### src/rtl/core/ebaf_pkg.sv
// shared types, constants and neighbour helpers for the background activity filter
package ebaf_pkg;

  localparam int COORD_W     = 8;
  localparam int TS_W        = 32;
  localparam int SHIFT_W     = 4;
  localparam int MAP_COLUMNS = 256;
  localparam int MAP_ROWS    = 256;
  localparam int MAP_ENTRIES = MAP_COLUMNS * MAP_ROWS;
  localparam int ADDR_W      = $clog2(MAP_ENTRIES);
  localparam int NB_COUNT    = 8;
  localparam int NB_IDX_W    = $clog2(NB_COUNT);
  localparam int QUEUE_DEPTH = 2;
  localparam int QPTR_W      = $clog2(QUEUE_DEPTH);
  localparam int DATA_W      = 2 * COORD_W + TS_W;

  localparam logic [TS_W-1:0]    DELTA_T_RESET     = 32'd30000;
  localparam logic [SHIFT_W-1:0] SHIFT_RESET       = '0;
  localparam logic [COORD_W-1:0] LAST_COLUMN_RESET = 8'd255;
  localparam logic [COORD_W-1:0] LAST_ROW_RESET    = 8'd255;

  typedef enum logic [1:0] {
    CFG_DELTA_T,
    CFG_SUBSAMPLE_SHIFT,
    CFG_LAST_COLUMN,
    CFG_LAST_ROW
  } cfg_idx_t;

  typedef enum logic [1:0] {
    STEP_NONE,
    STEP_INC,
    STEP_DEC
  } step_t;

  // neighbour order: left, right, up, down, then the four diagonals
  localparam step_t NB_DX [NB_COUNT] = '{STEP_DEC, STEP_INC, STEP_NONE, STEP_NONE,
                                         STEP_DEC, STEP_INC, STEP_DEC, STEP_INC};
  localparam step_t NB_DY [NB_COUNT] = '{STEP_NONE, STEP_NONE, STEP_DEC, STEP_INC,
                                         STEP_DEC, STEP_INC, STEP_INC, STEP_DEC};

  typedef enum logic [2:0] {
    BK_CLEAR,
    BK_IDLE,
    BK_READ,
    BK_WRITE,
    BK_DONE
  } bk_state_t;

  typedef struct packed {
    logic                act;
    logic [COORD_W-1:0]  x;
    logic [COORD_W-1:0]  y;
    logic [NB_COUNT-1:0] nb_mask;
    logic [COORD_W-1:0]  column;
    logic [COORD_W-1:0]  row;
    logic [TS_W-1:0]     timestamp;
  } cmd_t;

  function automatic logic [COORD_W-1:0] nb_coord(input logic [COORD_W-1:0] c,
                                                   input step_t s);
    logic [COORD_W-1:0] r;
    case (s)
      STEP_INC: r = c + 1'b1;
      STEP_DEC: r = c - 1'b1;
      default:  r = c;
    endcase
    return r;
  endfunction

  // neighbour lies inside the bounds along one axis
  function automatic logic nb_in_range(input logic [COORD_W-1:0] c,
                                       input logic [COORD_W-1:0] lim,
                                       input step_t s);
    logic ok;
    case (s)
      STEP_INC: ok = (c < lim);
      STEP_DEC: ok = (c != '0);
      default:  ok = 1'b1;
    endcase
    return ok;
  endfunction

endpackage

### src/rtl/core/ebaf_back.sv
// back end: map clear, support check, neighbour stamp writes and result register
module ebaf_back (
  input  logic                          clk,
  input  logic                          rst_n,
  input  ebaf_pkg::cmd_t                q_data,
  input  logic                          q_empty,
  output logic                          q_pop,
  input  logic [ebaf_pkg::TS_W-1:0]     delta_t,
  output logic                          ram_we,
  output logic [ebaf_pkg::ADDR_W-1:0]   ram_addr,
  output logic [ebaf_pkg::TS_W-1:0]     ram_wdata,
  input  logic [ebaf_pkg::TS_W-1:0]     ram_rdata,
  output logic                          clearing,
  output logic                          out_tvalid,
  input  logic                          out_tready,
  output logic [ebaf_pkg::DATA_W-1:0]   out_tdata,
  output logic                          out_tuser
);
  import ebaf_pkg::*;

  bk_state_t           state_r, state_nxt;
  cmd_t                cmd_r;
  logic [NB_IDX_W-1:0] nb_cnt_r, nb_cnt_nxt;
  logic [ADDR_W-1:0]   clr_cnt_r, clr_cnt_nxt;
  logic                keep_r, keep_nxt;
  logic                out_valid_r;
  logic [DATA_W-1:0]   out_data_r;
  logic                out_keep_r;
  logic                out_free;
  logic                out_load;
  logic                take;
  logic                last_nb;
  logic [TS_W-1:0]     age;
  logic                supported;
  logic [COORD_W-1:0]  nb_x;
  logic [COORD_W-1:0]  nb_y;

  assign out_free  = !out_valid_r || out_tready;
  assign last_nb   = (nb_cnt_r == NB_IDX_W'(NB_COUNT - 1));
  assign age       = cmd_r.timestamp - ram_rdata;
  assign supported = (ram_rdata != '0) && (age < delta_t);
  assign nb_x      = nb_coord(cmd_r.x, NB_DX[nb_cnt_r]);
  assign nb_y      = nb_coord(cmd_r.y, NB_DY[nb_cnt_r]);

  // next state
  always_comb begin
    state_nxt = state_r;
    case (state_r)
      BK_CLEAR: begin
        if (clr_cnt_r == ADDR_W'(MAP_ENTRIES - 1)) begin
          state_nxt = BK_IDLE;
        end
      end
      BK_IDLE: begin
        if (!q_empty) begin
          state_nxt = q_data.act ? BK_READ : BK_DONE;
        end
      end
      BK_READ:  state_nxt = BK_WRITE;
      BK_WRITE: begin
        if (last_nb) begin
          state_nxt = BK_DONE;
        end
      end
      BK_DONE: begin
        if (out_free) begin
          if (q_empty) begin
            state_nxt = BK_IDLE;
          end else begin
            state_nxt = q_data.act ? BK_READ : BK_DONE;
          end
        end
      end
      default: state_nxt = BK_IDLE;
    endcase
  end

  // outputs of the sequencer
  always_comb begin
    clearing  = 1'b0;
    out_load  = 1'b0;
    take      = 1'b0;
    ram_we    = 1'b0;
    ram_addr  = {cmd_r.x, cmd_r.y};
    ram_wdata = cmd_r.timestamp;
    case (state_r)
      BK_CLEAR: begin
        clearing  = 1'b1;
        ram_we    = 1'b1;
        ram_addr  = clr_cnt_r;
        ram_wdata = '0;
      end
      BK_IDLE:  take = !q_empty;
      BK_READ:  ram_addr = {cmd_r.x, cmd_r.y};
      BK_WRITE: begin
        ram_we   = cmd_r.nb_mask[nb_cnt_r];
        ram_addr = {nb_x, nb_y};
      end
      BK_DONE: begin
        out_load = out_free;
        take     = out_free && !q_empty;
      end
      default: ;
    endcase
  end

  assign q_pop = take;

  always_comb begin
    nb_cnt_nxt  = nb_cnt_r;
    clr_cnt_nxt = clr_cnt_r;
    keep_nxt    = keep_r;
    if (state_r == BK_CLEAR) begin
      clr_cnt_nxt = clr_cnt_r + 1'b1;
    end
    if (state_r == BK_READ) begin
      nb_cnt_nxt = '0;
    end
    if (state_r == BK_WRITE) begin
      nb_cnt_nxt = nb_cnt_r + 1'b1;
      // stamp read on the previous edge is on the ram output in the first write cycle
      if (nb_cnt_r == '0) begin
        keep_nxt = supported;
      end
    end
    if (take) begin
      keep_nxt = 1'b0;
    end
  end

  always_ff @(posedge clk) begin
    if (!rst_n) begin
      state_r     <= BK_CLEAR;
      clr_cnt_r   <= '0;
      out_valid_r <= 1'b0;
    end else begin
      state_r   <= state_nxt;
      clr_cnt_r <= clr_cnt_nxt;
      if (out_load) begin
        out_valid_r <= 1'b1;
      end else if (out_tready) begin
        out_valid_r <= 1'b0;
      end
    end
  end

  always_ff @(posedge clk) begin
    nb_cnt_r <= nb_cnt_nxt;
    keep_r   <= keep_nxt;
    if (take) begin
      cmd_r <= q_data;
    end
    if (out_load) begin
      out_data_r <= {cmd_r.timestamp, cmd_r.row, cmd_r.column};
      out_keep_r <= keep_r;
    end
  end

  assign out_tvalid = out_valid_r;
  assign out_tdata  = out_data_r;
  assign out_tuser  = out_keep_r;

endmodule

### config.mk
export PLATFORM = sky130hd
export DESIGN_NAME = ebaf_back
export DESIGN_NICKNAME = d
export VERILOG_FILES = /design/src/rtl/core/ebaf_pkg.sv /design/src/rtl/core/ebaf_back.sv
export SDC_FILE = /design/constraint.sdc
export NUM_CORES = 1
export LEC_CHECK = 0
export ABC_AREA = 1
export BUFFER_PORTS_ARGS = -buffer_cell sky130_fd_sc_hd__buf_4
export CAP_MARGIN = 40
export CORE_MARGIN = 10
export CORE_UTILIZATION = 49
export DETAILED_ROUTE_END_ITERATION = 16
export PLACE_DENSITY = 0.78
export SLEW_MARGIN = 20
export SYNTH_ARGS = -nofsm -noshare
export SYNTH_HDL_FRONTEND = slang
export SYNTH_SLANG_ARGS = --single-unit
### constraint.sdc
create_clock -name clk -period 5.4 [get_ports clk]
set_input_delay 0.81 -clock clk [delete_from_list [all_inputs] [get_ports clk]]
set_output_delay 0.81 -clock clk [all_outputs]
set_load 0.02 [all_outputs]
==> results.toml <==
[run_status]
status = "completed"

[global_route]
busiest_layer = "met2"
grt_first_pass_wirelength_um = 40240
met1_usage_pct = 24.60
grt_pass1_vias = 7817
grt_start_max_net_pins = 50
grt_use_met2_pct = 36.20
met3_usage_pct = 5.790
antenna_found_initial = 1
grt.total_usage_pct = 20.94
grt_remaining_overflow = 0

[clocking]
cts_buffer_depth = 2
numClockSinks = 145
numCtsBuffers = 17
cts-root-buf = "clkbuf_16"
cts_setup_buffers = 0
htreeDepth = 4
cts_tree = "yes"
worstSkewPairLatency_ns = 0.42
holdBufCountCts = 0
path_clk_slew_ns = 0.06
cts_resized = 0

[die]
ios = 242
die_area_mm2 = 0.02438
rows = 49
fp.dieH_um = 156.2
core_area_mm2 = 0.01809
die_width_um = 156.2
start_util_pct = 50.22

[critical_path]
crit_top_cell = "ha_1"
crit_type = "register to primary output"
required_ns = 4.59
worst_path_max_delay_cell = "edfxtp_1"
cp_max_fo = 8
cpPeakStageDelay_ns = 0.50
worstPathCellList = "inv_1 -> ha_1 -> nand2_1 -> inv_1 -> a21oi_1 -> ha_1 -> ha_1 -> a21oi_1 -> nand2_1 -> nand4_1 -> nand3_1 -> xor2_1 -> o21ai_0 -> nand3_1 -> buf_4"
crit_path_start_kind = "register"
end_kind = "primary output"
path_buf_inv = 3
critical-path-top-delay-family = "adder cells"
arrival_ns = 3.56

[layout]
mostFrequentLayoutCell = "buf_4"
drive_above_1_share_pct = 23.64
final_cell_mix = "242 x buf_4, 208 x nand2_1, 180 x inv_1"
utilization_pct = 65.06
antenna_cells_inserted = 0
nets = 1533
areaGrowthSynthToFinish_pct = 29.55
multi_input_area_mm2 = 0.004185
fillers = 1512
regArea_mm2 = 0.004144

[synthesis]
synth-seq-area-share_pct = 45.62
synth_seq_cells = 145
synth_edf_count = 124
syn-num-nets = 1282
syn_area_mm2 = 0.009084
yosysUniqueCellTypes = 45
ys.flop_type = "edfxtp_1"
synth_warnings = 0
synthCells = 1056
async_flop_share_pct = 0
avgSynthCellArea_um2 = 8.602

[timing]
fin_skew_ns = 0.01162
rsz0062_at_grt = "no"
hold_violations = 0
slew_viol_final = 0
max_freq_mhz = 228.9
fin_tns_setup_ns = 0
fin_crit_ns = 4.369
final-setup-viol-count = 0
fin_crit_sh_pct = 80.91
worst_pin_slew_ns = 0.6659
timing.slew.headroom_pct = 55.61

[routing]
final_antenna_net_count = 0
wl_per_cell_um = 16.92
vias = 8085
drc = 0
routed_wl_um = 26210
drtPass1Iterations = 5
drt_iter0_drc = 645
viasPerCell = 5.219

[power]
seq_power_share_pct = 31.4
comb_power_share_pct = 46.9
p_per_area_mw_per_mm2 = 439.9
net-switching-power_mw = 2.142
p_leak_nw = 5.549
p_int_mw = 3.035
max-vdd-ir-drop_mv = 0.3679
p_sw_share_pct = 41.38
p_clk_share_pct = 21.7

[placed_design]
portBuffers = 241
gp_congestion = 0.9472
dpl.hpwl_um = 20910

[run]
maxCapViolations = 0

[hold_path]
hp-class = "register to register"
[cell usage after synthesis (6+ instances only)]
library cell / number / area share, %
o21ai_0: 35 / 1.9
inv_1: 181 / 7.5
o21ai_1: 12 / 0.66
o211ai_1: 6 / 0.50
edfxtp_1: 124 / 41
dfxtp_1: 21 / 4.6
nand4_1: 16 / 1.1
ha_1: 82 / 11
nand3_1: 47 / 2.6
xor2_1: 22 / 2.1
nand2_1: 208 / 8.6
a21oi_1: 72 / 4.0
nor2_1: 111 / 4.6
nor4_1: 9 / 0.62
clkbuf_1: 8 / 0.33
xnor2_1: 9 / 0.87
o21bai_1: 7 / 0.58
o21a_1: 6 / 0.50
nand2_2: 7 / 0.48
nor3_1: 17 / 0.94
[power groups by stage]
stage | combinational, mW | clock (mW) | sequential [mW]
final | 2.43 | 1.12 | 1.63
after global placement | 2.32 | 0 | 1.64
after floorplan | 1.41 | 0 | 1.73
after detailed placement | 2.38 | 0 | 1.65
after CTS | 2.39 | 1.14 | 1.63
after global routing | 2.67 | 1.19 | 1.65
[area by class of cell]
| cell class | count | area share [%] |
|---|---|---|
| clock inverters | 15 | 1.138 |
| inverters | 188 | 6.018 |
| repair buffers | 245 | 16.01 |
| flip-flops and latches | 145 | 35.22 |
| multi-input cells | 710 | 35.57 |
| well taps | 229 | 2.435 |
| clock buffers | 17 | 3.615 |
[flip-flops by register name (all words and copies together) (netlist names)]
register / cells
clr_cnt_r: 16
cmd_r: 72
keep_r: 1
nb_cnt_r: 3
out_tdata: 48
out_tuser: 1
out_tvalid: 1
state_r: 3
[per-stage QoR]
| step | setup WS (ns) | instances | power, mW | area, µm² | hold WS [ns] |
|---|---|---|---|---|---|
| 5_1_grt | 0.7237 | 1549 | 5.502 | 11770 | 0.4237 |
| 6_report | 1.031 | 1549 | 5.176 | 11770 | 0.4188 |
| 2_1_floorplan | 1.336 | 1056 | 3.134 | 9087 | 0.4003 |
| 4_1_cts | 1.064 | 1547 | 5.155 | 11720 | 0.4198 |
| 3_3_place_gp | 1.690 | 1514 | 3.964 | 11140 | 0.4002 |
| 3_5_place_dp | 1.529 | 1515 | 4.027 | 11160 | 0.4045 |
[layer usage]
metal  vias to the layer above  wire length (µm)
met3                        40              2072
met4                         2               577
met1                      3706             10590
met5                         -                20
li1                       4036                 -
met2                       301             12960
[worst paths after layout]
kind | start | endpoint | slack, ns | cells after the start
setup / recovery | nb_cnt_r[0] | ram_addr[7] | 1.03 | 15
hold / removal | cmd_r[39] | out_tdata[15] | 0.42 | 0
setup reg to reg | cmd_r[0] | keep_r | 2.13 | 22
hold reg to reg | cmd_r[39] | out_tdata[15] | 0.42 | 0
[kinds of logic (layout without fill, tap and decap cells)]
group | count (synthesis) | in the layout | share of synthesized area (%)
adders and majority gates | 85 | 85 | 11.96
and+or+nand+nor | 432 | 432 | 20.65
buffers and inverters | 201 | 465 | 8.430
xor gates and xnor gates | 31 | 31 | 2.989
DFF | 145 | 145 | 45.62
AOI/OAI and AO/OA | 162 | 162 | 10.36
(Power assumes the default switching activity.)
