File: src/rtl/core/ebaf_pkg.sv
// shared types, constants and neighbour helpers for the background activity filter
package ebaf_pkg;

  localparam int COORD_W     = 8;
  localparam int TS_W        = 32;
  localparam int SHIFT_W     = 4;
  localparam int MAP_COLUMNS = 256;
  localparam int MAP_ROWS    = 256;
  localparam int MAP_ENTRIES = MAP_COLUMNS * MAP_ROWS;
  localparam int ADDR_W      = $clog2(MAP_ENTRIES);
  localparam int NB_COUNT    = 8;
  localparam int NB_IDX_W    = $clog2(NB_COUNT);
  localparam int QUEUE_DEPTH = 2;
  localparam int QPTR_W      = $clog2(QUEUE_DEPTH);
  localparam int DATA_W      = 2 * COORD_W + TS_W;

  localparam logic [TS_W-1:0]    DELTA_T_RESET     = 32'd30000;
  localparam logic [SHIFT_W-1:0] SHIFT_RESET       = '0;
  localparam logic [COORD_W-1:0] LAST_COLUMN_RESET = 8'd255;
  localparam logic [COORD_W-1:0] LAST_ROW_RESET    = 8'd255;

  typedef enum logic [1:0] {
    CFG_DELTA_T,
    CFG_SUBSAMPLE_SHIFT,
    CFG_LAST_COLUMN,
    CFG_LAST_ROW
  } cfg_idx_t;

  typedef enum logic [1:0] {
    STEP_NONE,
    STEP_INC,
    STEP_DEC
  } step_t;

  // neighbour order: left, right, up, down, then the four diagonals
  localparam step_t NB_DX [NB_COUNT] = '{STEP_DEC, STEP_INC, STEP_NONE, STEP_NONE,
                                         STEP_DEC, STEP_INC, STEP_DEC, STEP_INC};
  localparam step_t NB_DY [NB_COUNT] = '{STEP_NONE, STEP_NONE, STEP_DEC, STEP_INC,
                                         STEP_DEC, STEP_INC, STEP_INC, STEP_DEC};

  typedef enum logic [2:0] {
    BK_CLEAR,
    BK_IDLE,
    BK_READ,
    BK_WRITE,
    BK_DONE
  } bk_state_t;

  typedef struct packed {
    logic                act;
    logic [COORD_W-1:0]  x;
    logic [COORD_W-1:0]  y;
    logic [NB_COUNT-1:0] nb_mask;
    logic [COORD_W-1:0]  column;
    logic [COORD_W-1:0]  row;
    logic [TS_W-1:0]     timestamp;
  } cmd_t;

  function automatic logic [COORD_W-1:0] nb_coord(input logic [COORD_W-1:0] c,
                                                   input step_t s);
    logic [COORD_W-1:0] r;
    case (s)
      STEP_INC: r = c + 1'b1;
      STEP_DEC: r = c - 1'b1;
      default:  r = c;
    endcase
    return r;
  endfunction

  // neighbour lies inside the bounds along one axis
  function automatic logic nb_in_range(input logic [COORD_W-1:0] c,
                                       input logic [COORD_W-1:0] lim,
                                       input step_t s);
    logic ok;
    case (s)
      STEP_INC: ok = (c < lim);
      STEP_DEC: ok = (c != '0);
      default:  ok = 1'b1;
    endcase
    return ok;
  endfunction

endpackage

File: src/rtl/core/ebaf_front.sv
// front end: takes input items, subsamples, bounds-checks and builds neighbour masks
module ebaf_front (
  input  logic                          in_tvalid,
  output logic                          in_tready,
  input  logic [ebaf_pkg::DATA_W-1:0]   in_tdata,
  input  logic                          in_tuser,
  input  logic                          enable,
  input  logic [ebaf_pkg::SHIFT_W-1:0]  shift,
  input  logic [ebaf_pkg::COORD_W-1:0]  last_column,
  input  logic [ebaf_pkg::COORD_W-1:0]  last_row,
  input  logic                          q_full,
  output logic                          q_push,
  output ebaf_pkg::cmd_t                q_data
);
  import ebaf_pkg::*;

  logic [COORD_W-1:0]  column;
  logic [COORD_W-1:0]  row;
  logic [TS_W-1:0]     timestamp;
  logic [COORD_W-1:0]  x;
  logic [COORD_W-1:0]  y;
  logic                act;
  logic [NB_COUNT-1:0] mask;

  assign column    = in_tdata[COORD_W-1:0];
  assign row       = in_tdata[2*COORD_W-1:COORD_W];
  assign timestamp = in_tdata[DATA_W-1:2*COORD_W];

  assign x   = column >> shift;
  assign y   = row >> shift;
  // the map covers all 8-bit coordinates, so the bounds need no saturation
  assign act = in_tuser && (x <= last_column) && (y <= last_row);

  always_comb begin
    for (int k = 0; k < NB_COUNT; k++) begin
      mask[k] = nb_in_range(x, last_column, NB_DX[k]) && nb_in_range(y, last_row, NB_DY[k]);
    end
  end

  assign in_tready = enable && !q_full;
  assign q_push    = in_tvalid && in_tready;

  always_comb begin
    q_data           = '0;
    q_data.act       = act;
    q_data.x         = x;
    q_data.y         = y;
    q_data.nb_mask   = act ? mask : '0;
    q_data.column    = column;
    q_data.row       = row;
    q_data.timestamp = timestamp;
  end

endmodule

File: config.mk
export PLATFORM = sky130hd
export DESIGN_NAME = ebaf_front
export DESIGN_NICKNAME = d
export VERILOG_FILES = /design/src/rtl/core/ebaf_pkg.sv /design/src/rtl/core/ebaf_front.sv
export SDC_FILE = /design/constraint.sdc
export NUM_CORES = 1
export LEC_CHECK = 0
export BUFFER_PORTS_ARGS = -buffer_cell sky130_fd_sc_hd__buf_2
export CAP_MARGIN = 0
export CORE_MARGIN = 2
export CORE_UTILIZATION = 30
export DETAILED_ROUTE_END_ITERATION = 6
export GPL_TIMING_DRIVEN = 1
export MAX_ROUTING_LAYER = met4
export PLACE_DENSITY = 0.75
export SLEW_MARGIN = 20
export SYNTH_ARGS = -nofsm -noshare
export SYNTH_HDL_FRONTEND = slang
export SYNTH_SLANG_ARGS = --single-unit
File: constraint.sdc
create_clock -name vclk -period 7.65
set_clock_uncertainty 0.15 [all_clocks]
set_input_delay 1.53 -clock vclk [all_inputs]
set_output_delay 1.53 -clock vclk [all_outputs]
set_load 0.02 [all_outputs]
==> results of run 1 <==
area by class of cell:
| cell class | instances | area, um^2 |
|---|---|---|
| Tap cell | 67 | 83.8 |
| Fill cell | 554 | 3220 |
| Multi-Input combinational cell | 126 | 1000 |
| Timing Repair Buffer | 83 | 415 |
| Inverter | 25 | 93.8 |
routing by layer:
layer | GRT usage | up-vias | share of wire
li1 | - | 730 | -
met1 | 0.196 | 633 | 0.45
met2 | 0.208 | 79 | 0.45
met3 | 0.00937 | 16 | 0.082
met4 | 0.0429 | 0 | 0.024
met5 | - | - | 0
power breakdown:
group | switching, uW | total (uW) | internal [uW]
sequential | 0 | 0 | 0
clock | 0 | 0 | 0
combinational | 67.9 | 111 | 43.1
logic make-up (layout without fill, tap and decap cells):
| kind of cell | Yosys count | after routing | synth area share |
|---|---|---|---|
| muxes | 21 | 21 | 0.165 |
| adders and majority gates | 16 | 16 | 0.132 |
| AOI/OAI and AO/OA | 36 | 36 | 0.179 |
| buffers and inverters | 81 | 108 | 0.340 |
| and+or+nand+nor | 53 | 53 | 0.185 |
synthesized netlist by cell type (2+ instances only):
cell / n / area, um^2
buf_6: 2 / 22.5
o211ai_1: 2 / 15.0
mux4_2: 3 / 67.6
ha_1: 16 / 200
nor2b_1: 5 / 31.3
a21oi_1: 8 / 40.0
o2111ai_1: 2 / 17.5
inv_1: 23 / 86.3
mux2i_1: 16 / 160
and2_1: 4 / 25.0
a211oi_1: 2 / 15.0
nor2_1: 18 / 67.6
a21o_1: 2 / 15.0
nand3_1: 2 / 10.0
o311a_1: 2 / 20.0
nand4_1: 5 / 31.3
inv_2: 2 / 7.51
buf_2: 2 / 10.0
nor3_1: 4 / 20.0
nand2_1: 8 / 30.0
a31oi_1: 3 / 18.8
o21ai_0: 7 / 35.0
clkbuf_1: 2 / 7.51
buf_4: 49 / 368
stage by stage:
stage / utilization / setup slack [ns] / power (uW)
after floorplan: - / 1.32 / 105
after global placement: 0.331 / 1.42 / 110
after detailed placement: 0.331 / 1.37 / 111
after CTS: 0.331 / 1.36 / 112
after global routing: 0.331 / 0.943 / 122
final: 0.331 / 1.39 / 111
critical path: stages:
cell,delay [ns]
buf_2,0.24
inv_1,0.26
a21oi_1,0.12
o41ai_2,0.43
ha_1,0.37
a21oi_1,0.15
a31oi_1,0.10
a2111oi_0,0.54
o2111ai_1,0.36
nor3_1,0.27
buf_2,0.20
layout by cell type (no fill, tap or decap), types with 2 or more instances in the layout:
master,n
a211oi_1,2
a21o_1,2
a21oi_1,8
a31oi_1,3
and2_1,4
buf_2,83
ha_1,16
inv_1,23
inv_2,2
mux2i_1,16
mux4_2,3
nand2_1,8
nand3_1,2
nand4_1,5
nor2_1,18
nor2b_1,5
nor3_1,4
o2111ai_1,2
o211ai_1,2
o21ai_0,7
o311a_1,2
worst paths after layout:
check / depth (start not counted) / from / to / slack (ns)
max: 11 / shift[0] / q_data[54] / 1.39
min: 0 / in_tdata[29] / q_data[13] / 2.91
==> results.md, run 1 <==
* Maximum VDD drop at roughly 0.034 mV
* Cell Area, Synth at around 1500 um^2
* CTS hold repair buffers at 0
* Post-CTS Resized at 0
* Initial Utilization at 0.316
* Post-route antenna net violation count at 0
* Clock buf count at 0
* P_leak at 0.000929 uW
* Routability cong. at 0.857
* GRT overflow at 0
* Setup Fix Bufs, Post-CTS at 0
* Min-Delay Path Class: input pin to primary output
* Part of the cycle the worst path needs at 0.818
* Share of cells above drive strength 1 at 0.397
* Largest net degree at the start of global routing at 23
* Slew of the pin with the lowest slew margin at 0.582 ns
* FP Rows at 25
* DRC at 0
* Vias at 1458
* Final Hold Vio Count at 0
* Design area at 1600 um^2
* Max Cap Violations at 0
* I/O Pins at 147
* Required @ worst endpoint at 5.97 ns
* WL per Instance at 13.6 um
* Area added between synthesis and finish at 5.02%
* All-Layer GR Usage at 0.138
* Status: completed
* Tmin final at 6.26 ns
* Die extent in x at 75.2 um
* Final setup violation count at 0
* Synth cell types at 42
* Diode count at 0
* WS Path Type: input pin to primary output
* First-pass GRT wire length at 6050 um
* Worst hold slack at 2.91 ns
* CP endpoint kind: primary output
* Crit path max fanout at 22
* Initial antenna violation count at 0
* Slew headroom at 0.602
* Power per cell area at 69.5 nW/um^2
* Final HPWL DP at between 3000 and 4000 um
* Nets@finish at 324
* CP arrival at around 4.6 ns
* Placed insts at 301
* Vias in the first global route at 1270
* Drt first pass iters at 4
* IO buf count at 83
* Avg Inst Size Synth at 7.34 um^2
* Register area share after synthesis at 0
* Gate Count Post-Synth at 207
* Startpoint types: input pin
* Register area at 0 um^2
* 1st-iter DRT viols at 184
* Finished Layout Cells at between 300 and 400
* WL final at about 4100 um
* DIE HEIGHT at 75.2 um
* Die area at 5650 um^2
* TNS Setup at 0 ns
* Yosys warns at 0
* Max-slew violations at 0
* Syn nets at approximately 300
* Via density at 4.84
* Fmax at around 160 MHz
* Num sequential at 0
* Core area at 4820 um^2
* Placed cell area at around 1600 um^2
* RSZ-0062 raised after global routing: false
No activity file was read; power rests on OpenSTA's default activity.
==> run 2: changes to the inputs <==
--- a/config.mk
+++ b/config.mk
@@ -5,6 +5,7 @@
 export SDC_FILE = /design/constraint.sdc
 export NUM_CORES = 1
 export LEC_CHECK = 0
+export ABC_AREA = 1
 export BUFFER_PORTS_ARGS = -buffer_cell sky130_fd_sc_hd__buf_2
 export CAP_MARGIN = 0
 export CORE_MARGIN = 2
@@ -12,7 +13,7 @@
 export DETAILED_ROUTE_END_ITERATION = 6
 export GPL_TIMING_DRIVEN = 1
 export MAX_ROUTING_LAYER = met4
-export PLACE_DENSITY = 0.75
+export PLACE_DENSITY = 0.78
 export SLEW_MARGIN = 20
 export SYNTH_ARGS = -nofsm -noshare
 export SYNTH_HDL_FRONTEND = slang
==> constraint.sdc (replaced) <==
create_clock -name vclk -period 6.5
set_clock_uncertainty 0.15 [all_clocks]
set_input_delay 1.3 -clock vclk [all_inputs]
set_output_delay 1.3 -clock vclk [all_outputs]
set_load 0.02 [all_outputs]
==> results.md, run 2 <==
* CP arrival at 3.46 ns
* Post-route antenna net violation count at 0
* Required @ worst endpoint at 5.05 ns
* Area added between synthesis and finish at 5.66%
* WL per Instance at 10.8 um
* Maximum VDD drop at about 0.023 mV
* Most common cell after layout, fill and taps aside: buf_2
* Avg Inst Size Synth at 5.42 um^2
* Yosys top cell area share at 0.269
* Max Cap Violations at 0
* P_leak at 0.00107 uW
* Worst Hold Path EP: q_data[10]
* Most frequent cells in the layout: buf_2 (83), nand2_1 (67), nand3_1 (45)
* Initial Utilization at 0.316
* Syn nets at 345
* Startpoint types: input pin
* Synth cell types at 16
* Main area contributors after synthesis: buf_4 (27%), nand2_1 (18%), nand3_1 (16%)
* Fin util at 0.334
* TNS Setup at 0 ns
* Die extent in x at 72.2 um
* Fmax at 204 MHz
* Status: completed
* Min-Delay Path Class: input pin to primary output
* CP cell instances: buf_2 > nor2_2 > nand3_1 > nand2_1 > ha_1 > inv_1 > nor2_1 > o21ai_0 > nand2_1 > nand2_1 > nand2_1 > nand2_1 > nand3_1 > nor2_1 > buf_2
* Part of the cycle the worst path needs at 0.755
* Area of the multi-input gates at approximately 850 um^2
* Post-CTS Resized at 0
* Power per cell area at 81.6 nW/um^2
* Final HPWL DP at between 3000 and 4000 um
* Most common cell on crit path: nand2_1
* Vias at 1570
* Min-Delay Path Depth at 0
* WS Path Type: input pin to primary output
* Register area at 0 um^2
* I/O Pins at 147
* Cell Area, Synth at 1390 um^2
* Post-synth top cells: nand2_1 (67), buf_4 (50), nand3_1 (45)
* Register area share after synthesis at 0
* DIE HEIGHT at around 72 um
* Share of cells above drive strength 1 at 0.301
* RSZ-0062 raised after global routing: false
* Largest net degree at the start of global routing at 17
* Count leader, synth: nand2_1
* HP Start: in_tdata[26]
* CTS hold repair buffers at 0
* # fillers at 515
* First-pass GRT wire length at 5860 um
* Final setup violation count at 0
* Final Hold Vio Count at 0
* Slew headroom at 0.602
* Nets@finish at between 300 and 400
* Diode count at 0
* Slew of the pin with the lowest slew margin at slightly below 0.6 ns
* Tmin final at around 4.9 ns
* Clock buf count at 0
* DRC at 0
* WL final at 3650 um
* 1st-iter DRT viols at about 110
* All-Layer GR Usage at 0.136
* Setup Fix Bufs, Post-CTS at 0
* FP Rows at 24
* Max-slew violations at 0
* Vias in the first global route at 1442
* Initial antenna violation count at 0
* IO buf count at 83
* Num sequential at 0
* Via density at 4.64
* Routability cong. at roughly 0.85
* CP endpoint kind: primary output
* Area leader, netlist: buf_4
* CP max stage delay at 0.48 ns
* Gate Count Post-Synth at 257
* Core area at 4410 um^2
* Yosys warns at 0
* Drt first pass iters at 4
* Die area at 5210 um^2
* GRT overflow at 0
* Worst path slowest cell: nor2_2
* Crit path max fanout at 16
run 2: how the worst max path moves through the flow:
stage,startpoint,end,slack [ns]
after detailed placement,shift[2],q_data[52],1.60
final,shift[2],q_data[52],1.59
after floorplan,shift[2],q_data[48],1.85
after global placement,shift[2],q_data[54],1.66
after CTS,shift[2],q_data[52],1.60
after global routing,shift[0],q_data[48],1.32
run 2: cells by family (layout without fill, tap and decap cells):
family / after synthesis / in the layout / share of synthesized area
buffers and inverters: 93 / 122 / 0.393
AO/OA/AOI/OAI: 9 / 9 / 0.0359
adder cells (fa/ha/maj): 16 / 16 / 0.144
AND/OR/NAND/NOR: 139 / 139 / 0.427
run 2: layout make-up:
| cell class | instances | share of cell area |
|---|---|---|
| multi-input cells | 164 | 0.574 |
| well taps | 52 | 0.0442 |
| repair buffers | 83 | 0.282 |
| inverters | 39 | 0.0994 |
run 2: per-stage QoR:
stage	cell area, um^2	std cells	hold WS, ns	worst slack (ns)	total power [uW]
after global routing	1470	338	2.45	1.32	135
after floorplan	1390	257	2.53	1.85	115
after CTS	1470	338	2.45	1.60	121
after detailed placement	1470	338	2.45	1.60	120
final	1470	338	2.45	1.59	120
after global placement	1470	338	2.45	1.66	118
run 2: power by group:
group	leakage [uW]	internal, uW	switching (uW)
Clock	0	0	0
Combinational	0.00107	42.0	78.1
Sequential	0	0	0
Total	0.00107	42.0	78.1
run 2: layer usage:
metal  share of wire  global-route usage
met1            0.44               0.166
met2            0.46               0.238
met3           0.088              0.0139
met4           0.017              0.0377
met5               0                   -
run 2: worst max-delay path, delay by kind of cell:
family	cells	cell delay [ns]
fa+ha+maj	1	0.26
buf+inv	3	0.34
compound gates	1	0.14
simple gates	10	1.42
==> run 3: changes to the inputs <==
==> constraint.sdc (replaced) <==
create_clock -name vclk -period 4.99
set_clock_uncertainty 0.15 [all_clocks]
set_input_delay 0.998 -clock vclk [all_inputs]
set_output_delay 0.998 -clock vclk [all_outputs]
set_load 0.02 [all_outputs]
==> results.md, run 3 (synthesis results as in run 2) <==
* Status: completed
* IO buf count at 83
* CP endpoint kind: primary output
* Kind of cell adding the most delay to the critical path: simple AND/OR/NAND/NOR gates
* Slew headroom at 0.603
* Via density at 4.64
* Crit path max fanout at 16
* Core area at 4410 um^2
* Initial Utilization at 0.316
* Levels on crit path at 15
* I/O Pins at 147
* Final Hold Vio Count at 0
* Initial antenna violation count at 0
* Num sequential at 0
* Area of the multi-input gates at 846 um^2
* Routability cong. at 0.852
* WS Path Type: input pin to primary output
* Most common cell on crit path: nand2_1
* Most common cell after layout, fill and taps aside: buf_2
* CP Launch Point: shift[2]
* Max Cap Violations at 0
* RSZ-0062 raised after global routing: false
* CP cell instances: buf_2 > nor2_2 > nand3_1 > nand2_1 > ha_1 > inv_1 > nor2_1 > o21ai_0 > nand2_1 > nand2_1 > nand2_1 > nand2_1 > nand3_1 > nor2_1 > buf_2
* P_leak at 0.00107 uW
* Clock buf count at 0
* HP Start: in_tdata[28]
* WL final at 3560 um
* Max-slew violations at 0
* Share of cells above drive strength 1 at 0.301
* Nets@finish at 376
* Final HPWL DP at 3030 um
* Drt first pass iters at 4
* Largest net degree at the start of global routing at 17
* Setup Fix Bufs, Post-CTS at 0
* WL per Instance at 10.5 um
* CP max stage delay at about 0.48 ns
* Power per cell area at between 100 and 150 nW/um^2
* # fillers at 515
* Min-Delay Path Depth at 0
* CP arrival at 3.18 ns
* Worst path slowest cell: nor2_2
* Part of the cycle the worst path needs at 0.866
* TNS Setup at 0 ns
* Die area at 5210 um^2
* Final setup violation count at 0
* DRC at 0
* Diode count at 0
* Startpoint types: input pin
* CP Buf/Inv Count at 3
* Register area at 0 um^2
* DIE HEIGHT at 72.2 um
* Required @ worst endpoint at 3.84 ns
* Die extent in x at 72.2 um
* Vias at 1567
* Maximum VDD drop at 0.0269 mV
* Vias in the first global route at 1420
* Area added between synthesis and finish at 5.66%
* FP Rows at 24
* Slew of the pin with the lowest slew margin at 0.595 ns
* CTS hold repair buffers at 0
* Fmax at 231 MHz
* Worst hold slack at 1.85 ns
* Min-Delay Path Class: input pin to primary output
* GRT overflow at 0
* Most frequent cells in the layout: buf_2 (83), nand2_1 (67), nand3_1 (45)
* Tmin final at 4.32 ns
* 1st-iter DRT viols at 80
* Post-route antenna net violation count at 0
* First-pass GRT wire length at 5800 um
* Post-CTS Resized at 0
* All-Layer GR Usage at 0.135
run 3: cell counts in the layout (fill, tap and decap cells not counted):
No cell type changed its count.
run 3: layer usage:
| layer | global-route usage | vias up | wire length, um |
|---|---|---|---|
| met4 | 0.0231 | 0 | 29 |
| li1 | - | 822 | - |
| met5 | - | - | 0 |
| met2 | 0.241 | 71 | 1670 |
| met3 | 0.0139 | 4 | 309 |
| met1 | 0.166 | 670 | 1550 |
run 3: cell type report:
cell class	instances	area share
Multi-Input combinational cell	164	0.574
Tap cell	52	0.0442
Inverter	39	0.0994
Timing Repair Buffer	83	0.282
run 3: path summary, 6_finish.rpt:
path                  slack (ns)          to
worst min-delay path        1.85  q_data[12]
worst max-delay path        0.67  q_data[54]
run 3: report_power, final:
group	switching, uW	internal, uW
Combinational	101	54.7
Sequential	0	0
Clock	0	0
run 3: per-stage QoR:
| step | instances | setup slack [ns] | total power (uW) | area [um^2] | util |
|---|---|---|---|---|---|
| floorplan | 257 | 0.942 | 149 | 1390 | - |
| global placement | 338 | 0.758 | 154 | 1470 | 0.334 |
| detailed placement | 338 | 0.678 | 157 | 1470 | 0.334 |
| CTS | 338 | 0.676 | 157 | 1470 | 0.334 |
| global route | 338 | 0.400 | 176 | 1470 | 0.334 |
| finish | 338 | 0.667 | 156 | 1470 | 0.334 |
