[src/rtl/core/ebaf_pkg.sv]
// shared types, constants and neighbour helpers for the background activity filter
package ebaf_pkg;

  localparam int COORD_W     = 8;
  localparam int TS_W        = 32;
  localparam int SHIFT_W     = 4;
  localparam int MAP_COLUMNS = 256;
  localparam int MAP_ROWS    = 256;
  localparam int MAP_ENTRIES = MAP_COLUMNS * MAP_ROWS;
  localparam int ADDR_W      = $clog2(MAP_ENTRIES);
  localparam int NB_COUNT    = 8;
  localparam int NB_IDX_W    = $clog2(NB_COUNT);
  localparam int QUEUE_DEPTH = 2;
  localparam int QPTR_W      = $clog2(QUEUE_DEPTH);
  localparam int DATA_W      = 2 * COORD_W + TS_W;

  localparam logic [TS_W-1:0]    DELTA_T_RESET     = 32'd30000;
  localparam logic [SHIFT_W-1:0] SHIFT_RESET       = '0;
  localparam logic [COORD_W-1:0] LAST_COLUMN_RESET = 8'd255;
  localparam logic [COORD_W-1:0] LAST_ROW_RESET    = 8'd255;

  typedef enum logic [1:0] {
    CFG_DELTA_T,
    CFG_SUBSAMPLE_SHIFT,
    CFG_LAST_COLUMN,
    CFG_LAST_ROW
  } cfg_idx_t;

  typedef enum logic [1:0] {
    STEP_NONE,
    STEP_INC,
    STEP_DEC
  } step_t;

  // neighbour order: left, right, up, down, then the four diagonals
  localparam step_t NB_DX [NB_COUNT] = '{STEP_DEC, STEP_INC, STEP_NONE, STEP_NONE,
                                         STEP_DEC, STEP_INC, STEP_DEC, STEP_INC};
  localparam step_t NB_DY [NB_COUNT] = '{STEP_NONE, STEP_NONE, STEP_DEC, STEP_INC,
                                         STEP_DEC, STEP_INC, STEP_INC, STEP_DEC};

  typedef enum logic [2:0] {
    BK_CLEAR,
    BK_IDLE,
    BK_READ,
    BK_WRITE,
    BK_DONE
  } bk_state_t;

  typedef struct packed {
    logic                act;
    logic [COORD_W-1:0]  x;
    logic [COORD_W-1:0]  y;
    logic [NB_COUNT-1:0] nb_mask;
    logic [COORD_W-1:0]  column;
    logic [COORD_W-1:0]  row;
    logic [TS_W-1:0]     timestamp;
  } cmd_t;

  function automatic logic [COORD_W-1:0] nb_coord(input logic [COORD_W-1:0] c,
                                                   input step_t s);
    logic [COORD_W-1:0] r;
    case (s)
      STEP_INC: r = c + 1'b1;
      STEP_DEC: r = c - 1'b1;
      default:  r = c;
    endcase
    return r;
  endfunction

  // neighbour lies inside the bounds along one axis
  function automatic logic nb_in_range(input logic [COORD_W-1:0] c,
                                       input logic [COORD_W-1:0] lim,
                                       input step_t s);
    logic ok;
    case (s)
      STEP_INC: ok = (c < lim);
      STEP_DEC: ok = (c != '0);
      default:  ok = 1'b1;
    endcase
    return ok;
  endfunction

endpackage

[src/rtl/core/ebaf_queue.sv]
// short command queue between front end and back end
module ebaf_queue (
  input  logic           clk,
  input  logic           rst_n,
  input  logic           push,
  input  ebaf_pkg::cmd_t push_data,
  input  logic           pop,
  output ebaf_pkg::cmd_t pop_data,
  output logic           full,
  output logic           empty
);
  import ebaf_pkg::*;

  cmd_t               entry_r [QUEUE_DEPTH];
  logic [QPTR_W-1:0]  wr_ptr_r, wr_ptr_nxt;
  logic [QPTR_W-1:0]  rd_ptr_r, rd_ptr_nxt;
  logic [QPTR_W:0]    count_r, count_nxt;

  assign full     = (count_r == QUEUE_DEPTH[QPTR_W:0]);
  assign empty    = (count_r == '0);
  assign pop_data = entry_r[rd_ptr_r];

  always_comb begin
    wr_ptr_nxt = wr_ptr_r;
    rd_ptr_nxt = rd_ptr_r;
    count_nxt  = count_r;
    if (push) begin
      wr_ptr_nxt = wr_ptr_r + 1'b1;
    end
    if (pop) begin
      rd_ptr_nxt = rd_ptr_r + 1'b1;
    end
    if (push && !pop) begin
      count_nxt = count_r + 1'b1;
    end else if (pop && !push) begin
      count_nxt = count_r - 1'b1;
    end
  end

  always_ff @(posedge clk) begin
    if (!rst_n) begin
      wr_ptr_r <= '0;
      rd_ptr_r <= '0;
      count_r  <= '0;
    end else begin
      wr_ptr_r <= wr_ptr_nxt;
      rd_ptr_r <= rd_ptr_nxt;
      count_r  <= count_nxt;
    end
  end

  always_ff @(posedge clk) begin
    if (push) begin
      entry_r[wr_ptr_r] <= push_data;
    end
  end

endmodule

[config.mk]
export PLATFORM = sky130hd
export DESIGN_NAME = ebaf_queue
export DESIGN_NICKNAME = d
export VERILOG_FILES = /design/src/rtl/core/ebaf_pkg.sv /design/src/rtl/core/ebaf_queue.sv
export SDC_FILE = /design/constraint.sdc
export NUM_CORES = 1
export LEC_CHECK = 0
export BUFFER_PORTS_ARGS = -buffer_cell sky130_fd_sc_hd__buf_2
export CAP_MARGIN = 20
export CORE_MARGIN = 2
export CORE_UTILIZATION = 52
export DETAILED_ROUTE_END_ITERATION = 12
export GPL_TIMING_DRIVEN = 0
export PLACE_DENSITY = 0.84
export SYNTH_ARGS = -nofsm -noshare
export SYNTH_HDL_FRONTEND = slang
export SYNTH_SLANG_ARGS = --single-unit
[constraint.sdc]
create_clock -name clk -period 6 [get_ports clk]
set_input_delay 0.9 -clock clk [delete_from_list [all_inputs] [get_ports clk]]
set_output_delay 0.9 -clock clk [all_outputs]
set_load 0.005 [all_outputs]
==> results of run 1 <==
## state kept, by name, indices dropped and copies added, names as in the netlist, named ones only
register / flops
count_r: 2
entry_r: 146
rd_ptr_r: 1
wr_ptr_r: 1
## cells by family (layout without fill, tap and decap cells)
group | after synthesis | after routing
xor+xnor | 3 | 3
buf+inv | 9 | 195
simple gates | 9 | 9
flops | 151 | 151
compound gates | 3 | 3
fa+ha+maj | 1 | 1
mux | 73 | 73
## worst max-delay path: stages, from the launching register on
cell	delay, ns
dfxtp_1	0.31
buf_4	0.22
buf_6	0.19
mux2_2	0.35
buf_2	0.13
## power breakdown
group / leakage, nW / switching [mW] / total, mW / internal, mW
combinational: 1.01 / 0.103 / 0.226 / 0.123
sequential: 1.41 / 0.0138 / 1.23 / 1.22
clock: 0.274 / 0.409 / 1.00 / 0.593
## layout make-up
cell class | instances | area share
timing repair buffer | 154 | 0.1153
tap | 136 | 0.02405
sequential | 151 | 0.6338
buffer | 8 | 0.01220
inverter | 1 | 0.0005305
multi-input combinational | 89 | 0.1339
clock buffer | 17 | 0.05853
clock inverter | 15 | 0.02175
## how the worst max path moves through the flow
stage	from	endpoint	slack [ns]	cells after the start
2_1_floorplan	push	entry_r[0][0]	1.36	1
3_3_place_gp	push	entry_r[0][69]	-0.35	2
3_5_place_dp	push	entry_r[1][58]	3.84	3
4_1_cts	flop	pop_data[15]	3.33	4
5_1_grt	flop	pop_data[13]	3.29	4
6_report	flop	pop_data[15]	3.39	4
## metal layers
metal	vias up	track usage
met5	-	0
met4	0	0.07607
met3	17	0.05106
met2	100	0.2939
met1	1393	0.1955
li1	1332	-
## cells in the final DEF, fill, tap and decap left out, drive strengths merged
cell type / count
dfxtp: 5
nor2b: 2
clkinvlp: 2
o21a: 1
o21ai: 1
ha: 1
inv: 4
or3: 1
clkbuf: 17
nor2: 1
bufinv: 2
mux2: 73
and2: 4
xor2: 2
xnor2: 1
and2b: 1
clkinv: 8
buf: 162
a21boi: 1
edfxtp: 146
## metrics by stage
stage	power, mW	util	setup TNS (ns)	hold slack [ns]	cell area [µm²]
2_1_floorplan	1.374	-	0	0.4662	5512
3_3_place_gp	1.472	0.6236	-25.62	0.4776	6437
3_5_place_dp	1.483	0.6303	0	0.5239	6507
4_1_cts	2.479	0.6854	0	0.5342	7076
5_1_grt	2.546	0.6854	0	0.5389	7076
6_report	2.459	0.6854	0	0.5345	7076
==> key figures, run 1 <==
Logic synthesis
  • Post-Synth Simple-Gate Area: 0.01022
  • Synth Cell Area: 5512 µm²
  • Largest family of logic cells by synthesized area: multiplexers
  • Yosys top cell area share: 0.7955
  • Top post-synthesis cells by area: edfxtp_1 80%, mux2_2 15%, dfxtp_1 1.8%
  • Syn Area/Cell: 22.13 µm²
  • FFs w/ async S/R, synth: 0
  • Yosys cell types: 17
  • Top_reg_cell synth: edfxtp_1
  • Most common cell in the netlist: edfxtp_1
  • Post-synth EDFFs: 146
  • Compound-Gate Fraction of Synth Area: 0.003632
  • Warnings from Yosys: 0
  • Synth Register Bits: 151
  • Multiplexer share of the synthesized area: 0.1491
  • Largest area contributor in the netlist: edfxtp_1
  • Top cells by count, synth: 146 x edfxtp_1, 73 x mux2_2, 7 x buf_6, 5 x dfxtp_1, 4 x and2_1
  • Post-Synth Adder-Cell Area: 0.002270
  • Synth Instances: 249
  • Synth Area in XOR/XNOR: 0.004767
  • Seq/Total Area, Yosys: 0.8136
  • Post-synth net total: 327

STA
  • Final hold violation count: 0
  • Max Slew Vio Count: 0
  • Fin crit share: 0.4356
  • Final setup viols: 0
  • Fmax: 382.6 MHz
  • Setup slack after layout: 3.386 ns
  • Final Skew: 0.007609 ns
  • Worst-Margin Slew: 0.4869 ns
  • Relative slew margins: 0.6754
  • RSZ-0062 raised after global routing: false
  • Final worst path period need: 2.614 ns

GRT
  • Vias in the first global route: 2984
  • Gr ovfl total: 0
  • Largest net degree at the start of global routing: 40
  • GRT Total Usage: 0.1699
  • First-pass GRT wire length: 14320 µm
  • Number of antenna violations at the first check in global routing: 0

Job
  • Maxcap violations: 0

Layout
  • Share of cells above drive strength 1: 0.6161
  • FILL cells: 705
  • Area grow syn2layout: 28.38%
  • FF/Latch Area: 4484 µm²
  • Net count, final: 500
  • Non-filler instance count after layout: 571
  • Multi-input gate area: 947.2 µm²
  • Diode count: 0

Clock network
  • Root Buffer: clkbuf_8
  • Post-CTS sizing: 0
  • Reg clk slew, reported paths: 0.06 ns
  • Post-CTS Setup Repair Bufs: 0
  • Max H-tree Level: 4
  • Bufs on Longest Clock Path: 2
  • CTS tree: built
  • # hold bufs at CTS: 0
  • Clock latency on the worst-skew pair: 0.51 ns
  • Clock sink count: 151
  • CTS Buf Count: 17

Setup path
  • Reg-to-reg slack, setup: 4.48 ns
  • Worst r2r src: wr_ptr_r
  • CP Capture Type: primary output
  • Critical path launch point type: flop
  • Critical path class: reg2out
  • Critical path data required time: 5.10 ns
  • FF-to-FF End: entry_r[1][64]
  • Worst Path Arrival: 1.71 ns
  • Worst reg-to-reg path cell count: 2
  • Crit Path Max Fanout: 10

Power and ir drop
  • P per Cell Area: 347.6 nW/µm²
  • Worst VDD drop: 190.4 µV
  • Leakage power: 2.692 nW

Floorplan
  • Core area: 10320 µm²
  • Die Span Y: 107.0 µm
  • Initial Utilization: 0.5339
  • Die width: 107.0 µm
  • Full die area: 11440 µm²
  • Site Rows: 37
  • # IOs: 152

Worst hold path
  • Hold path endpoint: count_r[1]
  • Hold wc startpoint: count_r[1]
  • Hold WC Path Type: reg2reg
  • Hold path depth: 2

Route
  • Met3 WL: 520 µm
  • Initial DRC count: 118
  • Top Layer Used: met4
  • Vias/cell: 4.977
  • Metal2 WL: 4963 µm
  • Post-DRT Antenna Nets: 0
  • # DRC: 0
  • First-pass DRT Iterations: 4
  • Vias post-DR: 2842
  • M1 WL: 3715 µm
  • DRT Wirelength: 9367 µm
  • Post-DR wirelength/cell: 16.40 µm

Outcome
  • Status: finished clean

Placed design
  • Dpl hpwl: 6370 µm
  • GPL Wtd Cong: 0.6807
  • IO Port Bufs: 151
  • Placed instance count: 539
  • Dpl ws: 3.844 ns
Power figures use the tool's default switching activity.
==> run 2: changes to the inputs <==
Settings changed: CORE_UTILIZATION 52 to 47, PLACE_DENSITY 0.84 to 0.81.
Clock period 6 ns to 2.2 ns, I/O delays scaled along.
==> run 2 against run 1 <==
  * Sequential cell count did not move
  * Critical endpoint is now pop_data[18]
  * Count of clock-buffer cells in the layout unchanged
  * Critical path type unchanged
  * Combinational power rose to 2.7 times the previous value
  * Core utilization fell by 5.9 points
  * Final cell count rose by 1.2%
  * Register-to-register slack got worse by 4.0 ns
  * Highest routed layer unchanged
==> key figures, run 2 (synthesis results as in run 1) <==
Outcome
  • Status: finished clean

Placed design
  • Post-place instance area: 6524 µm² (+0.25%)
  • Dpl hpwl: 6425 µm (+0.86%)
  • IO Port Bufs: 151 (unchanged)
  • GPL Wtd Cong: 0.6913 (+1.6%)

Setup path
  • Worst reg-to-reg path cell count: 3 (+1)
  • Worst path cell trace: buf_4, buf_6, mux2_2, buf_2
  • CP top delay family: buffers and inverters
  • CP Depth: 4 (unchanged)
  • CP Capture Type: primary output
  • Largest stage delay on the critical path: 0.35 ns (about the same)
  • Crit Path Max Fanout: 10 (unchanged)
  • FF-to-FF End: entry_r[0][23]
  • Critical path class: reg2out
  • Worst r2r src: wr_ptr_r
  • Crit-path slowest cell: mux2_2
  • Reg-to-reg slack, setup: 0.45 ns (-4.03 ns)
  • Worst Path Arrival: 1.63 ns (-0.08 ns)
  • Critical path data required time: 1.87 ns (-3.23 ns)
  • Buf/Inv on CP: 3 (unchanged)
  • Critical path launch point type: flop
  • Setup crit end: pop_data[18]

Route
  • Post-DRT Antenna Nets: 0 (unchanged)
  • DRT Wirelength: 9694 µm (+3.5%)
  • Vias/cell: 4.882 (-1.9%)
  • First-pass DRT Iterations: 4 (unchanged)
  • # DRC: 0 (unchanged)
  • Post-DR wirelength/cell: 16.77 µm (+2.2%)
  • Initial DRC count: 125 (+5.9%)
  • Vias post-DR: 2822 (-0.70%)

STA
  • Final hold violation count: 0 (unchanged)
  • Worst-Margin Slew: 0.7389 ns (+0.2520 ns)
  • Final Skew: 0.008126 ns (+0.0005179 ns)
  • Final worst path period need: 1.960 ns
  • Fin crit share: 0.8909
  • Max Slew Vio Count: 0 (unchanged)
  • Hold WS: 0.1074 ns (-0.4271 ns)
  • Final setup viols: 0 (unchanged)
  • Relative slew margins: 0.5064 (-0.1690)
  • Fmax: 510.2 MHz
  • RSZ-0062 raised after global routing: false

Power and ir drop
  • Total power: 6.998 mW (+180%)
  • Leakage power: 2.724 nW (+1.2%)
  • Worst VDD drop: 645.6 µV (+240%)
  • P per Cell Area: 978.7 nW/µm² (+180%)

Clock network
  • Bufs on Longest Clock Path: 2 (unchanged)
  • Reg clk slew, reported paths: 0.06 ns (about the same)
  • CTS Buf Count: 17 (unchanged)
  • # hold bufs at CTS: 0 (unchanged)
  • Clock latency on the worst-skew pair: 0.41 ns (-0.10 ns)
  • Post-CTS Setup Repair Bufs: 0 (unchanged)
  • Root Buffer: clkbuf_16
  • Post-CTS sizing: 0 (unchanged)
  • Clock sink count: 151 (unchanged)
  • Max H-tree Level: 4 (unchanged)
  • CTS tree: built

Floorplan
  • Core area: 11420 µm² (+11%)
  • Full die area: 12610 µm² (+10%)
  • Initial Utilization: 0.4827 (-0.05119)
  • Site Rows: 39 (+5.4%)
  • Die Span Y: 112.3 µm (+5.0%)
  • # IOs: 152 (unchanged)
  • Die width: 112.3 µm (+5.0%)

GRT
  • Number of antenna violations at the first check in global routing: 0 (unchanged)
  • Gr ovfl total: 0 (unchanged)
  • GRT Total Usage: 0.1580 (-0.01192)
  • Largest net degree at the start of global routing: 51 (+28%)
  • Vias in the first global route: 3043 (+2.0%)
  • First-pass GRT wire length: 15000 µm (+4.7%)

Job
  • Maxcap violations: 0 (unchanged)

Layout
  • Area grow syn2layout: 29.74%
  • Most common cell after layout, fill and taps aside: buf_2
  • Share of cells above drive strength 1: 0.6161 (unchanged)
  • Final Cell Area: 7151 µm² (+1.1%)
  • Diode count: 0 (unchanged)
  • Most frequent cells in the layout: 151 x buf_2, 146 x edfxtp_1, 73 x mux2_2, 17 x clkbuf_16, 7 x buf_6
  • Biggest regs: entry_r (146), count_r (2)
  • Largest register FFs: 146 (unchanged)
  • Net count, final: 500 (unchanged)
  • Final Util: 0.6262 (-0.05914)
  • Largest reg by FF count: entry_r

Worst hold path
  • Hold WC Path Type: in2reg
## run 2: cell count changes in the layout (fill, tap and decap cells not counted), sizes merged
| cell | before | now |
|---|---|---|
| clkinvlp | 2 | 1 |
| clkinv | 8 | 7 |
| bufinv | 2 | 4 |
## run 2: worst min-delay path by stage
stage,endpoint,startpoint,slack [ns],cells past startpoint
floorplan,entry_r[0][0],push_data[0],0.43,0
global placement,count_r[1],count_r[1],0.48,2
detailed placement,entry_r[0][23],push_data[23],0.52,1
CTS,entry_r[1][68],push_data[68],0.09,1
global route,entry_r[0][4],push_data[4],0.08,1
finish,entry_r[1][68],push_data[68],0.11,1
## run 2: final cells by class
class,instances,area (µm²)
fill,859,4268
inverter,1,3.754
clock inverter,15,201.4
timing repair buffer,154,823.3
multi-input combinational,89,947.2
buffer,8,86.33
clock buffer,17,425.4
tap,143,178.9
sequential,151,4484
## run 2: metrics by stage
stage | instances | setup WS [ns] | setup TNS [ns]
final | 578 | 0.2401 | 0
after global routing | 578 | 0.1666 | 0
after CTS | 578 | 0.1975 | 0
after detailed placement | 546 | 0.2456 | 0
after global placement | 543 | -0.3736 | -32.84
after floorplan | 249 | 0.3226 | 0
## run 2: power by group
| group | switching (mW) | internal (mW) |
|---|---|---|
| registers | 0.0360 | 3.32 |
| logic | 0.284 | 0.336 |
| clock network | 1.11 | 1.91 |
## run 2: routing by layer
layer / global-route usage / up-vias / share of wire
met3: 0.06533 / 5 / 0.068
met5: 0 / - / 0
met1: 0.1858 / 1383 / 0.41
met4: 0.05122 / 0 / 0.0059
met2: 0.2659 / 99 / 0.52
li1: - / 1335 / -
## run 2: worst register-to-register path, delay by kind of cell (launching register included)
kind / cells / cell delay [ns]
AND/OR/NAND/NOR: 1 / 0.60
buffers and inverters: 2 / 0.50
flip-flops: 1 / 0.34
==> run 3: changes to the inputs <==
Settings changed: CORE_UTILIZATION 47 to 49, CTS_BUF_LIST set to sky130_fd_sc_hd__clkbuf_4 sky130_fd_sc_hd__clkbuf_8, PLACE_DENSITY 0.81 to 0.83.
==> run 3 against run 2 <==
  * Global-route usage about the same
  * Critical path type unchanged
  * Non-clock buffer count unchanged
  * Critical endpoint unchanged
  * Die area decreased by 3.9%
==> key figures, run 3 (synthesis results as in run 1) <==
Power and ir drop
  • Sequential Power Share: 0.535 (+0.055)
  • Psw: 1.283 mW (-11%)
  • Worst VDD drop: 591.9 µV (-8.3%)
  • Sw frac: 0.2049 (about the same)
  • Clock network power share: 0.366 (-0.066)
  • Combinational share of power: 0.098 (+0.009)
  • P per Cell Area: 898.6 nW/µm² (-8.2%)
  • Leakage power: 2.644 nW (-2.9%)
  • Int Power: 4.979 mW (-11%)

Layout
  • Most frequent cells in the layout: 151 x buf_2, 146 x edfxtp_1, 73 x mux2_2, 19 x clkbuf_8, 7 x buf_6
  • Largest register FFs: 146 (unchanged)
  • Diode count: 0 (unchanged)
  • Largest reg by FF count: entry_r
  • FILL cells: 782 (-9.0%)
  • Biggest regs: entry_r (146), count_r (2)
  • Net count, final: 500 (unchanged)
  • Final Util: 0.6400 (+0.01373)
  • Share of cells above drive strength 1: 0.6207 (+0.004598)
  • Most common cell after layout, fill and taps aside: buf_2
  • Final Cell Area: 6968 µm² (-2.6%)
  • Area grow syn2layout: 26.42%

Floorplan
  • Die Span Y: 110.1 µm (-2.0%)
  • Core area: 10890 µm² (-4.6%)
  • Full die area: 12110 µm² (-3.9%)
  • Site Rows: 38 (-2.6%)
  • Initial Utilization: 0.5062 (+0.02352)
  • # IOs: 152 (unchanged)
  • Die width: 110.1 µm (-2.0%)

Setup path
  • Crit Path Max Fanout: 10 (unchanged)
  • Critical path class: reg2out
  • Critical path launch point type: flop
  • CP Capture Type: primary output
  • CP top delay family: buffers and inverters
  • Buf/Inv on CP: 3 (unchanged)
  • Worst path cell trace: buf_4, buf_6, mux2_2, buf_2
  • Reg-to-reg slack, setup: 0.74 ns (+0.29 ns)
  • Largest stage delay on the critical path: 0.34 ns (about the same)
  • Crit-path slowest cell: mux2_2
  • Worst Path Arrival: 1.62 ns (about the same)
  • Critical path data required time: 1.87 ns (about the same)

GRT
  • Gr ovfl total: 0 (unchanged)
  • First-pass GRT wire length: 13880 µm (-7.5%)
  • Largest net degree at the start of global routing: 48 (-5.9%)
  • Number of antenna violations at the first check in global routing: 0 (unchanged)
  • GRT Total Usage: 0.1584 (+0.0004168)
  • Vias in the first global route: 2973 (-2.3%)

STA
  • Final Skew: 0.007870 ns (-0.0002567 ns)
  • Setup slack after layout: 0.2524 ns (+0.01229 ns)
  • Final hold violation count: 0 (unchanged)
  • Relative slew margins: 0.6462 (+0.1398)
  • Fmax: 513.5 MHz (+0.63%)
  • Final worst path period need: 1.948 ns (-0.01229 ns)
  • Fin crit share: 0.8853 (-0.005586)
  • Hold WS: 0.08758 ns (-0.01980 ns)
  • Max Slew Vio Count: 0 (unchanged)
  • TNS Setup: 0 ns (unchanged)
  • Final setup viols: 0 (unchanged)
  • Worst-Margin Slew: 0.5296 ns (-0.2093 ns)
  • RSZ-0062 raised after global routing: false

Route
  • Post-DRT Antenna Nets: 0 (unchanged)
  • DRT Wirelength: 9333 µm (-3.7%)
  • Post-DR wirelength/cell: 16.23 µm (-3.2%)
  • Initial DRC count: 94 (-25%)
  • Vias/cell: 4.894 (+0.24%)
  • First-pass DRT Iterations: 4 (unchanged)
  • # DRC: 0 (unchanged)
  • Vias post-DR: 2814 (-0.28%)

Clock network
  • Bufs on Longest Clock Path: 2 (unchanged)
  • CTS tree: built
  • # hold bufs at CTS: 0 (unchanged)
  • Clock sink count: 151 (unchanged)
  • Reg clk slew, reported paths: 0.08 ns (+0.02 ns)
  • Post-CTS sizing: 0 (unchanged)
  • CTS Buf Count: 17 (unchanged)
  • Max H-tree Level: 4 (unchanged)
  • Post-CTS Setup Repair Bufs: 0 (unchanged)
  • Root Buffer: clkbuf_8
  • Clock latency on the worst-skew pair: 0.42 ns (about the same)

Outcome
  • Status: finished clean

Placed design
  • Dpl hpwl: 6236 µm (-2.9%)
  • Dpl ws: 0.6270 ns (+0.3814 ns)
  • IO Port Bufs: 151 (unchanged)
  • Post-place instance area: 6520 µm² (about the same)
  • GPL Wtd Cong: 0.6846 (-0.97%)

Worst hold path
  • Hold WC Path Type: in2reg

Job
  • Maxcap violations: 0 (unchanged)
==> run 3: cell types whose count changed in the layout (fill, tap and decap cells not counted) <==
cell / change
clkinvlp_4: +1
clkinv_1: -2
clkinv_4: -2
clkbuf_4: +2
inv_6: -2
clkbuf_16: -17
clkinv_2: +1
clkbuf_8: +19
==> run 3: per-layer routing <==
metal,wire length (µm),track usage,up-vias
met5,0,0,-
met4,106,0.05967,0
met3,789,0.07231,12
met2,4886,0.2695,108
met1,3550,0.1736,1367
li1,-,-,1327
==> run 3: final timing paths <==
path / start / to / cells after the start
max: flop / pop_data[18] / 4
min: push_data[44] / entry_r[1][44] / 1
max reg2reg: wr_ptr_r / entry_r[1][15] / 2
min reg2reg: count_r[1] / count_r[1] / 2
==> run 3: cell type report <==
cell class / count / area, µm² / area share
inverter: 1 / 3.754 / 0.0005387
multi-input combinational: 89 / 947.2 / 0.1359
buffer: 8 / 86.33 / 0.01239
clock inverter: 11 / 171.4 / 0.02460
sequential: 151 / 4484 / 0.6436
tap: 140 / 175.2 / 0.02514
clock buffer: 21 / 276.5 / 0.03968
timing repair buffer: 154 / 823.3 / 0.1182
==> run 3: worst register-to-register path: cells and delay by family (launching register included) <==
family	cells	cell delay [ns]
and+or+nand+nor	1	0.43
buffers and inverters	1	0.31
DFF	1	0.39
==> run 3: through the flow <==
| step | power [mW] | instances |
|---|---|---|
| CTS | 6.340 | 575 |
| finish | 6.261 | 575 |
| global route | 6.521 | 575 |
| floorplan | 3.740 | 249 |
| global placement | 4.006 | 540 |
| detailed placement | 4.046 | 543 |
==> run 3: power groups by stage <==
stage | combinational [mW] | clock (mW) | sequential [mW]
after global placement | 0.591 | 0 | 3.42
after global routing | 0.680 | 2.47 | 3.37
final | 0.617 | 2.29 | 3.35
after detailed placement | 0.626 | 0 | 3.42
after CTS | 0.632 | 2.35 | 3.36
after floorplan | 0.330 | 0 | 3.41
